**config.mk**
```make
export PLATFORM = sky130hd
export DESIGN_NAME = hmac_challenge_response_auth
export DESIGN_NICKNAME = d
export VERILOG_FILES = /design/src/rtl/core/hmac_auth_pkg.sv /design/src/rtl/core/hmac_auth_sha.sv /design/src/rtl/core/hmac_challenge_response_auth.sv
export SDC_FILE = /design/constraint.sdc
export NUM_CORES = 2
export LEC_CHECK = 0
export ABC_AREA = 1
export BUFFER_PORTS_ARGS = -buffer_cell sky130_fd_sc_hd__buf_2
export CORE_ASPECT_RATIO = 0.7
export CORE_MARGIN = 4
export CORE_UTILIZATION = 25
export DETAILED_ROUTE_END_ITERATION = 8
export GPL_TIMING_DRIVEN = 0
export RECOVER_POWER = 25
export SYNTH_ARGS = -nofsm -noshare
export SYNTH_HDL_FRONTEND = slang
export SYNTH_SLANG_ARGS = --single-unit
```
**constraint.sdc**
```tcl
create_clock -name clk -period 28.8 [get_ports clk]
set_clock_uncertainty 0.2 [all_clocks]
set_input_delay 7.2 -clock clk [delete_from_list [all_inputs] [get_ports clk]]
set_output_delay 7.2 -clock clk [all_outputs]
set_load 0.02 [all_outputs]
```
**src/rtl/core/hmac_auth_pkg.sv**
```systemverilog
`timescale 1ns / 1ps
// Package for the HMAC-SHA256 challenge-response authenticator.
// Holds SHA-256 constants, codes and a rotate helper function; no dependencies.
package hmac_auth_pkg;

  localparam logic [1:0] MODE_TICK  = 2'd0;
  localparam logic [1:0] MODE_RESET = 2'd1;
  localparam logic [1:0] MODE_WRITE = 2'd2;

  localparam logic [7:0] OP_BEGIN    = 8'h01;
  localparam logic [7:0] OP_RESPONSE = 8'h02;

  localparam logic [1:0] KIND_NONE   = 2'd0;
  localparam logic [1:0] KIND_CHAL   = 2'd1;
  localparam logic [1:0] KIND_STATUS = 2'd2;

  localparam logic [1:0] ST_OK     = 2'd0;
  localparam logic [1:0] ST_FAIL   = 2'd1;
  localparam logic [1:0] ST_LOCKED = 2'd2;

  localparam logic [1:0] SESS_IDLE = 2'd0;
  localparam logic [1:0] SESS_CHAL = 2'd1;
  localparam logic [1:0] SESS_AUTH = 2'd2;

  localparam logic [2:0] REG_MAXF = 3'd4;
  localparam logic [2:0] REG_LOCK = 3'd5;

  localparam logic [9:0] RESP_LEN = 10'd33;
  localparam logic [3:0] MAXF_RESET = 4'd3;
  localparam logic [23:0] LOCK_RESET = 24'd30000;

  localparam logic [7:0] IPAD = 8'h36;
  localparam logic [7:0] OPAD = 8'h5c;

  typedef logic [31:0] word_t;
  typedef logic [511:0] block_t;
  typedef logic [255:0] digest_t;

  // Command from the controller to the hash core.
  typedef struct packed {
    logic   start;
    logic   init;
    block_t blk;
  } hash_cmd_t;

  localparam word_t IV [8] = '{
    32'h6a09e667, 32'hbb67ae85, 32'h3c6ef372, 32'ha54ff53a,
    32'h510e527f, 32'h9b05688c, 32'h1f83d9ab, 32'h5be0cd19};

  localparam word_t RK [64] = '{
    32'h428a2f98, 32'h71374491, 32'hb5c0fbcf, 32'he9b5dba5, 32'h3956c25b, 32'h59f111f1,
    32'h923f82a4, 32'hab1c5ed5, 32'hd807aa98, 32'h12835b01, 32'h243185be, 32'h550c7dc3,
    32'h72be5d74, 32'h80deb1fe, 32'h9bdc06a7, 32'hc19bf174, 32'he49b69c1, 32'hefbe4786,
    32'h0fc19dc6, 32'h240ca1cc, 32'h2de92c6f, 32'h4a7484aa, 32'h5cb0a9dc, 32'h76f988da,
    32'h983e5152, 32'ha831c66d, 32'hb00327c8, 32'hbf597fc7, 32'hc6e00bf3, 32'hd5a79147,
    32'h06ca6351, 32'h14292967, 32'h27b70a85, 32'h2e1b2138, 32'h4d2c6dfc, 32'h53380d13,
    32'h650a7354, 32'h766a0abb, 32'h81c2c92e, 32'h92722c85, 32'ha2bfe8a1, 32'ha81a664b,
    32'hc24b8b70, 32'hc76c51a3, 32'hd192e819, 32'hd6990624, 32'hf40e3585, 32'h106aa070,
    32'h19a4c116, 32'h1e376c08, 32'h2748774c, 32'h34b0bcb5, 32'h391c0cb3, 32'h4ed8aa4a,
    32'h5b9cca4f, 32'h682e6ff3, 32'h748f82ee, 32'h78a5636f, 32'h84c87814, 32'h8cc70208,
    32'h90befffa, 32'ha4506ceb, 32'hbef9a3f7, 32'hc67178f2};

  function automatic word_t rotr(input word_t x, input int n);
    rotr = (x >> n) | (x << (32 - n));
  endfunction

endpackage

```
**src/rtl/core/hmac_auth_sha.sv**
```systemverilog
`timescale 1ns / 1ps
// SHA-256 compression unit: one round per cycle, 64 rounds per block.
// Depends on hmac_auth_pkg.
module hmac_auth_sha import hmac_auth_pkg::*; (
  input  logic      clk,
  input  logic      rst_n,
  input  hash_cmd_t cmd,
  output logic      done,
  output digest_t   digest
);

  word_t h_r [8];
  word_t v_r [8];
  word_t w_r [16];
  logic [5:0] rnd_r;
  logic busy_r, done_r;

  word_t wt, t1, t2, s0, s1, wa, wb;

  always_comb begin
    wa = w_r[14];
    wb = w_r[1];
    if (busy_r) begin
      wt = (rotr(wa, 17) ^ rotr(wa, 19) ^ (wa >> 10)) + w_r[9] +
           (rotr(wb, 7) ^ rotr(wb, 18) ^ (wb >> 3)) + w_r[0];
    end else begin
      wt = 32'd0;
    end
    if (rnd_r < 6'd16) begin
      wt = w_r[0];
    end
    s1 = rotr(v_r[4], 6) ^ rotr(v_r[4], 11) ^ rotr(v_r[4], 25);
    s0 = rotr(v_r[0], 2) ^ rotr(v_r[0], 13) ^ rotr(v_r[0], 22);
    t1 = v_r[7] + s1 + ((v_r[4] & v_r[5]) ^ (~v_r[4] & v_r[6])) + RK[rnd_r] + wt;
    t2 = s0 + ((v_r[0] & v_r[1]) ^ (v_r[0] & v_r[2]) ^ (v_r[1] & v_r[2]));
  end

  always_ff @(posedge clk) begin
    if (!rst_n) begin
      busy_r <= 1'b0;
      done_r <= 1'b0;
      rnd_r  <= '0;
    end else begin
      done_r <= busy_r && !cmd.start && (rnd_r == 6'd63);
      if (cmd.start) begin
        busy_r <= 1'b1;
        rnd_r  <= '0;
      end else if (busy_r) begin
        rnd_r <= rnd_r + 6'd1;
        if (rnd_r == 6'd63) begin
          busy_r <= 1'b0;
        end
      end
    end
  end

  always_ff @(posedge clk) begin
    if (cmd.start) begin
      for (int i = 0; i < 16; i++) begin
        w_r[i] <= cmd.blk[511 - 32 * i -: 32];
      end
      for (int i = 0; i < 8; i++) begin
        if (cmd.init) begin
          h_r[i] <= IV[i];
          v_r[i] <= IV[i];
        end else begin
          v_r[i] <= h_r[i];
        end
      end
    end else if (busy_r) begin
      for (int i = 0; i < 15; i++) begin
        w_r[i] <= w_r[i + 1];
      end
      w_r[15] <= wt;
      v_r[7] <= v_r[6];
      v_r[6] <= v_r[5];
      v_r[5] <= v_r[4];
      v_r[4] <= v_r[3] + t1;
      v_r[3] <= v_r[2];
      v_r[2] <= v_r[1];
      v_r[1] <= v_r[0];
      v_r[0] <= t1 + t2;
    end else if (done_r) begin
      for (int i = 0; i < 8; i++) begin
        h_r[i] <= h_r[i] + v_r[i];
      end
    end
  end

  // Digest is valid in the cycle after done, provided no start arrives with done.
  always_comb begin
    for (int i = 0; i < 8; i++) begin
      digest[255 - 32 * i -: 32] = h_r[i];
    end
  end
  assign done = done_r;

endmodule

```
**src/rtl/core/hmac_challenge_response_auth.sv**
```systemverilog
`timescale 1ns / 1ps
// Top level of the HMAC-SHA256 challenge-response authenticator.
// Depends on hmac_auth_pkg and hmac_auth_sha.
// Ticks, session resets and writes other than a checked response offer their result
// in the cycle after the transfer. A checked response runs four SHA-256 compressions
// in turn on one shared round unit at one round per cycle, each through S_WAIT and
// S_HASH; S_CMP then compares the digest, and S_OUT offers the result. The block takes
// one item at a time and is not ready while an item is in flight or a result waits.
module hmac_challenge_response_auth import hmac_auth_pkg::*; (
  input  logic        clk,
  input  logic        rst_n,
  input  logic        in_valid,
  output logic        in_ready,
  input  logic [1:0]  in_mode,
  input  logic [7:0]  in_opcode,
  input  logic [9:0]  in_length,
  input  logic [63:0] in_response_word0,
  input  logic [63:0] in_response_word1,
  input  logic [63:0] in_response_word2,
  input  logic [63:0] in_response_word3,
  input  logic [63:0] in_random_word0,
  input  logic [63:0] in_random_word1,
  output logic        out_valid,
  input  logic        out_ready,
  output logic [1:0]  out_notify_kind,
  output logic [1:0]  out_status,
  output logic [63:0] out_challenge_word0,
  output logic [63:0] out_challenge_word1,
  output logic        out_accepted,
  output logic        out_authenticated,
  output logic        out_locked_out,
  input  logic        cfg_valid,
  output logic        cfg_ready,
  input  logic [2:0]  cfg_index,
  input  logic [63:0] cfg_data
);

  localparam logic [2:0] S_IDLE = 3'd0;
  localparam logic [2:0] S_HASH = 3'd1;
  localparam logic [2:0] S_WAIT = 3'd2;
  localparam logic [2:0] S_CMP  = 3'd3;
  localparam logic [2:0] S_OUT  = 3'd4;

  logic [2:0] state_r;
  logic [1:0] step_r;
  logic [255:0] secret_r;
  logic [3:0] maxf_r, fail_r;
  logic [23:0] lockt_r, lockrem_r;
  logic [1:0] sess_r;
  logic [127:0] chal_r;
  logic [255:0] resp_r, inner_r;
  logic [1:0] kind_r, status_r;
  logic [127:0] ochal_r;
  logic acc_r;

  hash_cmd_t cmd;
  logic hdone;
  digest_t digest;
  logic [511:0] key_blk;

  logic is_write, is_lock, is_begin, is_resp, is_check;

  assign key_blk = {secret_r, 256'd0};

  assign is_write = (in_mode == MODE_WRITE) && (in_length != 10'd0);
  assign is_lock  = is_write && (lockrem_r != 24'd0);
  assign is_begin = is_write && !is_lock && (in_opcode == OP_BEGIN);
  assign is_resp  = is_write && !is_lock && (in_opcode == OP_RESPONSE);
  assign is_check = is_resp && (sess_r == SESS_CHAL) && (in_length == RESP_LEN);

  always_comb begin
    cmd.start = 1'b0;
    cmd.init  = 1'b0;
    cmd.blk   = '0;
    if (state_r == S_WAIT) begin
      cmd.start = 1'b1;
      case (step_r)
        2'd0: begin
          cmd.init = 1'b1;
          cmd.blk  = key_blk ^ {64{IPAD}};
        end
        2'd1: cmd.blk = {chal_r, 8'h80, 360'd0, 16'd640};
        2'd2: begin
          cmd.init = 1'b1;
          cmd.blk  = key_blk ^ {64{OPAD}};
        end
        default: cmd.blk = {inner_r, 8'h80, 232'd0, 16'd768};
      endcase
    end
  end

  hmac_auth_sha u_sha (
    .clk(clk), .rst_n(rst_n), .cmd(cmd), .done(hdone), .digest(digest));

  logic hdone_d_r;

  assign in_ready  = (state_r == S_IDLE);
  assign cfg_ready = (state_r == S_IDLE);
  assign out_valid = (state_r == S_OUT);

  always_ff @(posedge clk) begin
    if (!rst_n) begin
      state_r   <= S_IDLE;
      step_r    <= '0;
      secret_r  <= '0;
      maxf_r    <= MAXF_RESET;
      lockt_r   <= LOCK_RESET;
      fail_r    <= '0;
      lockrem_r <= '0;
      sess_r    <= SESS_IDLE;
      chal_r    <= '0;
      hdone_d_r <= 1'b0;
    end else begin
      hdone_d_r <= hdone;
      if (cfg_valid && cfg_ready) begin
        if (cfg_index < REG_MAXF) begin
          secret_r[255 - 64 * cfg_index[1:0] -: 64] <= cfg_data;
        end else if (cfg_index == REG_MAXF) begin
          maxf_r <= cfg_data[3:0];
        end else if (cfg_index == REG_LOCK) begin
          lockt_r <= cfg_data[23:0];
        end
      end
      case (state_r)
        S_IDLE: begin
          if (in_valid) begin
            kind_r   <= (is_lock || is_resp) ? KIND_STATUS :
                        (is_begin ? KIND_CHAL : KIND_NONE);
            status_r <= is_lock ? ST_LOCKED : ((is_resp && !is_check) ? ST_FAIL : ST_OK);
            ochal_r  <= is_begin ? {in_random_word0, in_random_word1} : 128'd0;
            acc_r    <= is_lock || is_begin;
            resp_r   <= {in_response_word0, in_response_word1,
                         in_response_word2, in_response_word3};
            state_r  <= is_check ? S_WAIT : S_OUT;
            if (is_check) step_r <= '0;
            if (in_mode == MODE_TICK) begin
              if (lockrem_r != 24'd0) lockrem_r <= lockrem_r - 24'd1;
            end else if (in_mode == MODE_RESET) begin
              sess_r <= SESS_IDLE;
              chal_r <= '0;
            end else if (is_begin) begin
              chal_r <= {in_random_word0, in_random_word1};
              sess_r <= SESS_CHAL;
            end
          end
        end
        S_WAIT: state_r <= S_HASH;
        S_HASH: begin
          if (hdone_d_r) begin
            step_r <= step_r + 2'd1;
            if (step_r == 2'd1) inner_r <= digest;
            state_r <= (step_r == 2'd3) ? S_CMP : S_WAIT;
          end
        end
        S_CMP: begin
          acc_r   <= 1'b1;
          state_r <= S_OUT;
          if (digest == resp_r) begin
            sess_r   <= SESS_AUTH;
            fail_r   <= '0;
            status_r <= ST_OK;
          end else begin
            sess_r <= SESS_IDLE;
            if (fail_r + 4'd1 >= maxf_r) begin
              lockrem_r <= lockt_r;
              fail_r    <= '0;
              status_r  <= ST_LOCKED;
            end else begin
              fail_r   <= fail_r + 4'd1;
              status_r <= ST_FAIL;
            end
          end
        end
        S_OUT: if (out_ready) state_r <= S_IDLE;
        default: state_r <= S_IDLE;
      endcase
    end
  end

  assign out_notify_kind     = kind_r;
  assign out_status          = status_r;
  assign out_challenge_word0 = ochal_r[127:64];
  assign out_challenge_word1 = ochal_r[63:0];
  assign out_accepted        = acc_r;
  assign out_authenticated   = (sess_r == SESS_AUTH);
  assign out_locked_out      = (lockrem_r != 24'd0);

endmodule

```
==> metrics.txt <==
# TYPE chip_impl_metric gauge
chip_impl_metric{name="area_growth_syn_to_layout",unit="%"} 16.9
chip_impl_metric{name="worstHoldPathCells",unit=""} 2
chip_impl_metric{name="asyncSetResetFlopFracSynth",unit=""} 0
chip_impl_metric{name="dpl_cell_area",unit="sq um"} 126000
chip_impl_metric{name="ys_ff_latch",unit=""} 2125
chip_impl_metric{name="critPathRequiredTime",unit="ns"} 29.21
chip_impl_metric{name="total_global_routing_overflow",unit=""} 0
chip_impl_metric{name="finalCritPeriodShare",unit=""} 0.410
chip_impl_metric{name="cts_sinks",unit=""} 2125
chip_impl_info{name="crit_top_cell",value="sky130_fd_sc_hd__buf_12"} 1
chip_impl_metric{name="area_of_the_core_region",unit="sq um"} 454000
chip_impl_metric{name="yosysWarningCount",unit=""} 0
chip_impl_metric{name="syn-mean-instance-area",unit="sq um"} 9.36
chip_impl_metric{name="yosysUniqueCellTypes",unit=""} 68
chip_impl_info{name="crit_chain",value="clkbuf_1 -> inv_2 -> clkbuf_1 -> nor2_4 -> buf_12 -> buf_12 -> buf_12 -> buf_16 -> buf_12 -> buf_16 -> buf_12 -> buf_12 -> buf_16 -> buf_12 -> buf_12 -> buf_12"} 1
chip_impl_metric{name="finalSetupViolCount",unit=""} 0
chip_impl_info{name="failed_checks",value="max-capacitance violations, max-slew violations"} 1
chip_impl_metric{name="io_pins",unit=""} 614
chip_impl_metric{name="initial_utilization",unit=""} 0.251
chip_impl_metric{name="grt_pass1_wl",unit="microns"} 792000
chip_impl_metric{name="io_buffer_count",unit=""} 612
chip_impl_metric{name="drv_slew",unit=""} 599
chip_impl_metric{name="reg2reg_setup_slack",unit="ns"} 17.02
chip_impl_metric{name="grt_max_degree",unit=""} 71
chip_impl_metric{name="timing_worst_slew_pin_value",unit="ns"} 4.14
chip_impl_metric{name="max_slew_margin",unit=""} -1.76
chip_impl_metric{name="route.detailed.vias_per_inst",unit=""} 5.25
chip_impl_metric{name="gp_congestion",unit=""} 1.04
chip_impl_metric{name="clock_tree.buffer_depth",unit=""} 4
chip_impl_metric{name="fillers",unit=""} 48000
chip_impl_info{name="outcome",value="finished with violations"} 1
chip_impl_metric{name="syn-cell-area",unit="sq um"} 114000
chip_impl_metric{name="route.detailed.wl_per_inst",unit="microns"} 31.3
chip_impl_metric{name="post_synth_xor_area_fraction",unit=""} 0.0458
chip_impl_metric{name="period_needed",unit="ns"} 11.82
chip_impl_metric{name="cts.clk_slew.worst_paths",unit="ns"} 0.07
chip_impl_metric{name="reg_area",unit="sq um"} 59200
chip_impl_info{name="worst_hold_startpoint",value="lockt_r[17]"} 1
chip_impl_metric{name="power_leakage",unit="uW"} 0.0503
chip_impl_metric{name="num_vias",unit=""} 102000
chip_impl_info{name="start_kind",value="primary input"} 1
chip_impl_metric{name="num-nets-final",unit=""} 14100
chip_impl_metric{name="drt_pre_antenna_iters",unit=""} 6
chip_impl_metric{name="power_per_standard_cell_area",unit="nW/um^2"} 139
chip_impl_metric{name="rows",unit=""} 207
chip_impl_metric{name="timing.final.ws_setup",unit="ns"} 16.98
chip_impl_metric{name="hold_slack",unit="ns"} 0.255
chip_impl_metric{name="critical_path.max_stage_delay",unit="ns"} 0.75
chip_impl_info{name="launch_instance_of_the_worst_register_to_register_path",value="u_sha.rnd_r[0]"} 1
chip_impl_metric{name="die_area",unit="sq um"} 466000
chip_impl_metric{name="synthSimpleGateAreaFrac",unit=""} 0.141
chip_impl_info{name="hold_path.class",value="reg2reg"} 1
chip_impl_info{name="endpoint_of_the_lowest_slack_register_to_register_path",value="u_sha.v_r[0][28]"} 1
chip_impl_metric{name="number_of_synthesized_flops_with_an_enable_pin",unit=""} 1669
chip_impl_metric{name="postCtsSetupBuffers",unit=""} 0
chip_impl_metric{name="drc",unit=""} 0
chip_impl_metric{name="cts-resized-gates",unit=""} 0
chip_impl_info{name="rsz0062_at_grt",value="false"} 1
chip_impl_metric{name="postRouteAntennaNets",unit=""} 0
chip_impl_metric{name="synthCells",unit=""} 12200
chip_impl_metric{name="power.ir.vdd_worst",unit="V"} 0.000216
chip_impl_info{name="timing.critical_path.to_type",value="flop"} 1
chip_impl_metric{name="maxCapViolations",unit=""} 16
chip_impl_info{name="hold_path_end",value="lockt_r[17]"} 1
chip_impl_metric{name="synth_compound_gate_area_share",unit=""} 0.154
chip_impl_metric{name="drtIter0Drc",unit=""} 17800
chip_impl_info{name="tritoncts_clock_tree",value="done"} 1
chip_impl_metric{name="grt_antenna_before_repair",unit=""} 155
chip_impl_metric{name="ff2ff_path_depth",unit=""} 36
chip_impl_metric{name="routed_wl",unit="microns"} 606000
chip_impl_metric{name="clock_tree.htree_level_count",unit=""} 4
chip_impl_info{name="largest_family_of_logic_cells_by_synthesized_area",value="compound AO/OA/AOI/OAI gates"} 1
chip_impl_metric{name="synth.yosys.seq_area_share",unit=""} 0.520
chip_impl_metric{name="worstSkewPairLatency",unit="ns"} 0.99
chip_impl_info{name="root_buffer_master",value="sky130_fd_sc_hd__clkbuf_16"} 1
chip_impl_metric{name="hold_viol",unit=""} 0
chip_impl_info{name="critical_path_class",value="in2reg"} 1
chip_impl_metric{name="globalRouteTotalUtil",unit=""} 0.248
chip_impl_metric{name="yosys-mux-area-fraction",unit=""} 0
chip_impl_metric{name="fmaxAchievable",unit="MHz"} 84.6
chip_impl_info{name="critical-path-slowest-cell",value="sky130_fd_sc_hd__nor2_4"} 1
chip_impl_metric{name="cts-hold-fix-buffers",unit=""} 0
chip_impl_metric{name="floorplan.die.width",unit="microns"} 815
chip_impl_metric{name="multiInputGateArea",unit="sq um"} 47800
chip_impl_metric{name="drive_gt1_frac",unit=""} 0.0942
chip_impl_metric{name="final_design_area_no_fill",unit="sq um"} 133000
chip_impl_metric{name="numCtsBuffers",unit=""} 228
chip_impl_metric{name="synth_nets",unit=""} 13200
chip_impl_metric{name="post_synth_fa_ha_maj_area_fraction",unit=""} 0.0787
chip_impl_metric{name="grt_pass1_vias",unit=""} 89800
chip_impl_metric{name="dieHeight",unit="microns"} 573
chip_impl_info{name="synth_ff_type",value="sky130_fd_sc_hd__edfxtp_1"} 1
chip_impl_metric{name="cp_data_arrival_time",unit="ns"} 12.22
chip_impl_metric{name="post-place-ws",unit="ns"} 15.99
chip_impl_metric{name="critPathMaxFanout",unit=""} 36
chip_impl_metric{name="hpwlAfterDp",unit="microns"} 498000
[cell usage in the layout (no fill, tap or decap), types with 73 or more instances in the layout]
cell and n:
sky130_fd_sc_hd__fa_1 195, sky130_fd_sc_hd__a211oi_1 103, sky130_fd_sc_hd__nand2_1 2070, sky130_fd_sc_hd__a221oi_1 102
sky130_fd_sc_hd__clkbuf_1 516, sky130_fd_sc_hd__inv_1 1194, sky130_fd_sc_hd__nor2_2 94, sky130_fd_sc_hd__nor3_1 73
sky130_fd_sc_hd__dfxtp_1 456, sky130_fd_sc_hd__edfxtp_1 1669, sky130_fd_sc_hd__buf_2 630, sky130_fd_sc_hd__a21oi_1 907
sky130_fd_sc_hd__nand4_1 107, sky130_fd_sc_hd__clkbuf_16 231, sky130_fd_sc_hd__nand3_1 230, sky130_fd_sc_hd__xnor2_1 365
sky130_fd_sc_hd__o21ai_0 1541, sky130_fd_sc_hd__ha_1 404, sky130_fd_sc_hd__nor2_1 1280, sky130_fd_sc_hd__xor2_1 230
[cell type report]
cell class	instances	area share
Sequential cell	2125	0.445
Multi-Input combinational cell	8276	0.359
Tap cell	6061	0.0570
Clock buffer	280	0.0459
Inverter	1209	0.0341
Timing Repair Buffer	662	0.0297
Buffer	556	0.0175
Clock inverter	139	0.0104
Antenna cell	66	0.00124
[critical path: cells and delay by family]
kind | cells | cell delay (ns)
buf+inv | 15 | 3.98
simple gates | 1 | 0.75
[per-layer routing]
layer  GRT usage  up-vias  wire length, microns
li1            -    43700                     -
met1       0.356    49700                256000
met2       0.323     7388                227000
met3       0.111      931                 98200
met4      0.0840       65                 23900
met5           0        -                   453
[flip-flops by register name, indices dropped and copies added (netlist names), 4 cells and up]
register,flops
maxf_r,4
secret_r,256
u_sha.w_r,512
u_sha.h_r,256
inner_r,256
lockrem_r,24
resp_r,256
chal_r,128
u_sha.v_r,256
lockt_r,24
ochal_r,128
fail_r,4
u_sha.rnd_r,6
[cell usage after synthesis (53+ instances only)]
| cell | count | area, sq um |
|---|---|---|
| sky130_fd_sc_hd__nor3_1 | 73 | 365 |
| sky130_fd_sc_hd__clkbuf_1 | 474 | 1780 |
| sky130_fd_sc_hd__nor2_1 | 1283 | 4820 |
| sky130_fd_sc_hd__nand4_1 | 107 | 669 |
| sky130_fd_sc_hd__a211oi_1 | 105 | 788 |
| sky130_fd_sc_hd__o211ai_1 | 53 | 398 |
| sky130_fd_sc_hd__a21o_1 | 66 | 495 |
| sky130_fd_sc_hd__dfxtp_1 | 456 | 9130 |
| sky130_fd_sc_hd__nor2_2 | 93 | 582 |
| sky130_fd_sc_hd__nand2_1 | 2071 | 7770 |
| sky130_fd_sc_hd__fa_1 | 195 | 3900 |
| sky130_fd_sc_hd__xor2_1 | 230 | 2010 |
| sky130_fd_sc_hd__inv_1 | 1193 | 4480 |
| sky130_fd_sc_hd__a21oi_1 | 907 | 4540 |
| sky130_fd_sc_hd__a221oi_1 | 102 | 893 |
| sky130_fd_sc_hd__nand3_1 | 230 | 1150 |
| sky130_fd_sc_hd__ha_1 | 404 | 5050 |
| sky130_fd_sc_hd__xnor2_1 | 365 | 3200 |
| sky130_fd_sc_hd__edfxtp_1 | 1669 | 50100 |
| sky130_fd_sc_hd__o21ai_0 | 1541 | 7710 |
[logic make-up after synthesis]
group           Yosys count
buf+inv                1765
fa+ha+maj               599
simple gates           3962
flops                  2125
compound gates         3120
xor+xnor                595
[stage by stage]
step,setup TNS [ns],util,std cells,power (uW)
6_report,0,0.293,19400,18400
5_1_grt,0,0.293,19300,19300
4_1_cts,0,0.293,19300,17900
3_5_place_dp,0,0.277,18900,14800
3_3_place_gp,-3130.32,0.274,18800,15300
2_1_floorplan,0,-,12200,11100
[worst max-delay path by stage]
stage,slack [ns],to,start
6_report,16.98,resp_r[153],rst_n
5_1_grt,16.73,resp_r[25],rst_n
3_5_place_dp,15.99,resp_r[29],rst_n
3_3_place_gp,-7.38,resp_r[18],rst_n
4_1_cts,16.96,resp_r[1],rst_n
2_1_floorplan,3.79,ochal_r[0],rst_n
[report_power, final]
part / switching [uW] / internal, uW
registers: 455 / 3920
logic: 7730 / 3250
clock network: 1390 / 1690
total: 9580 / 8870
Note: power is estimated with default switching activity, not from simulation.
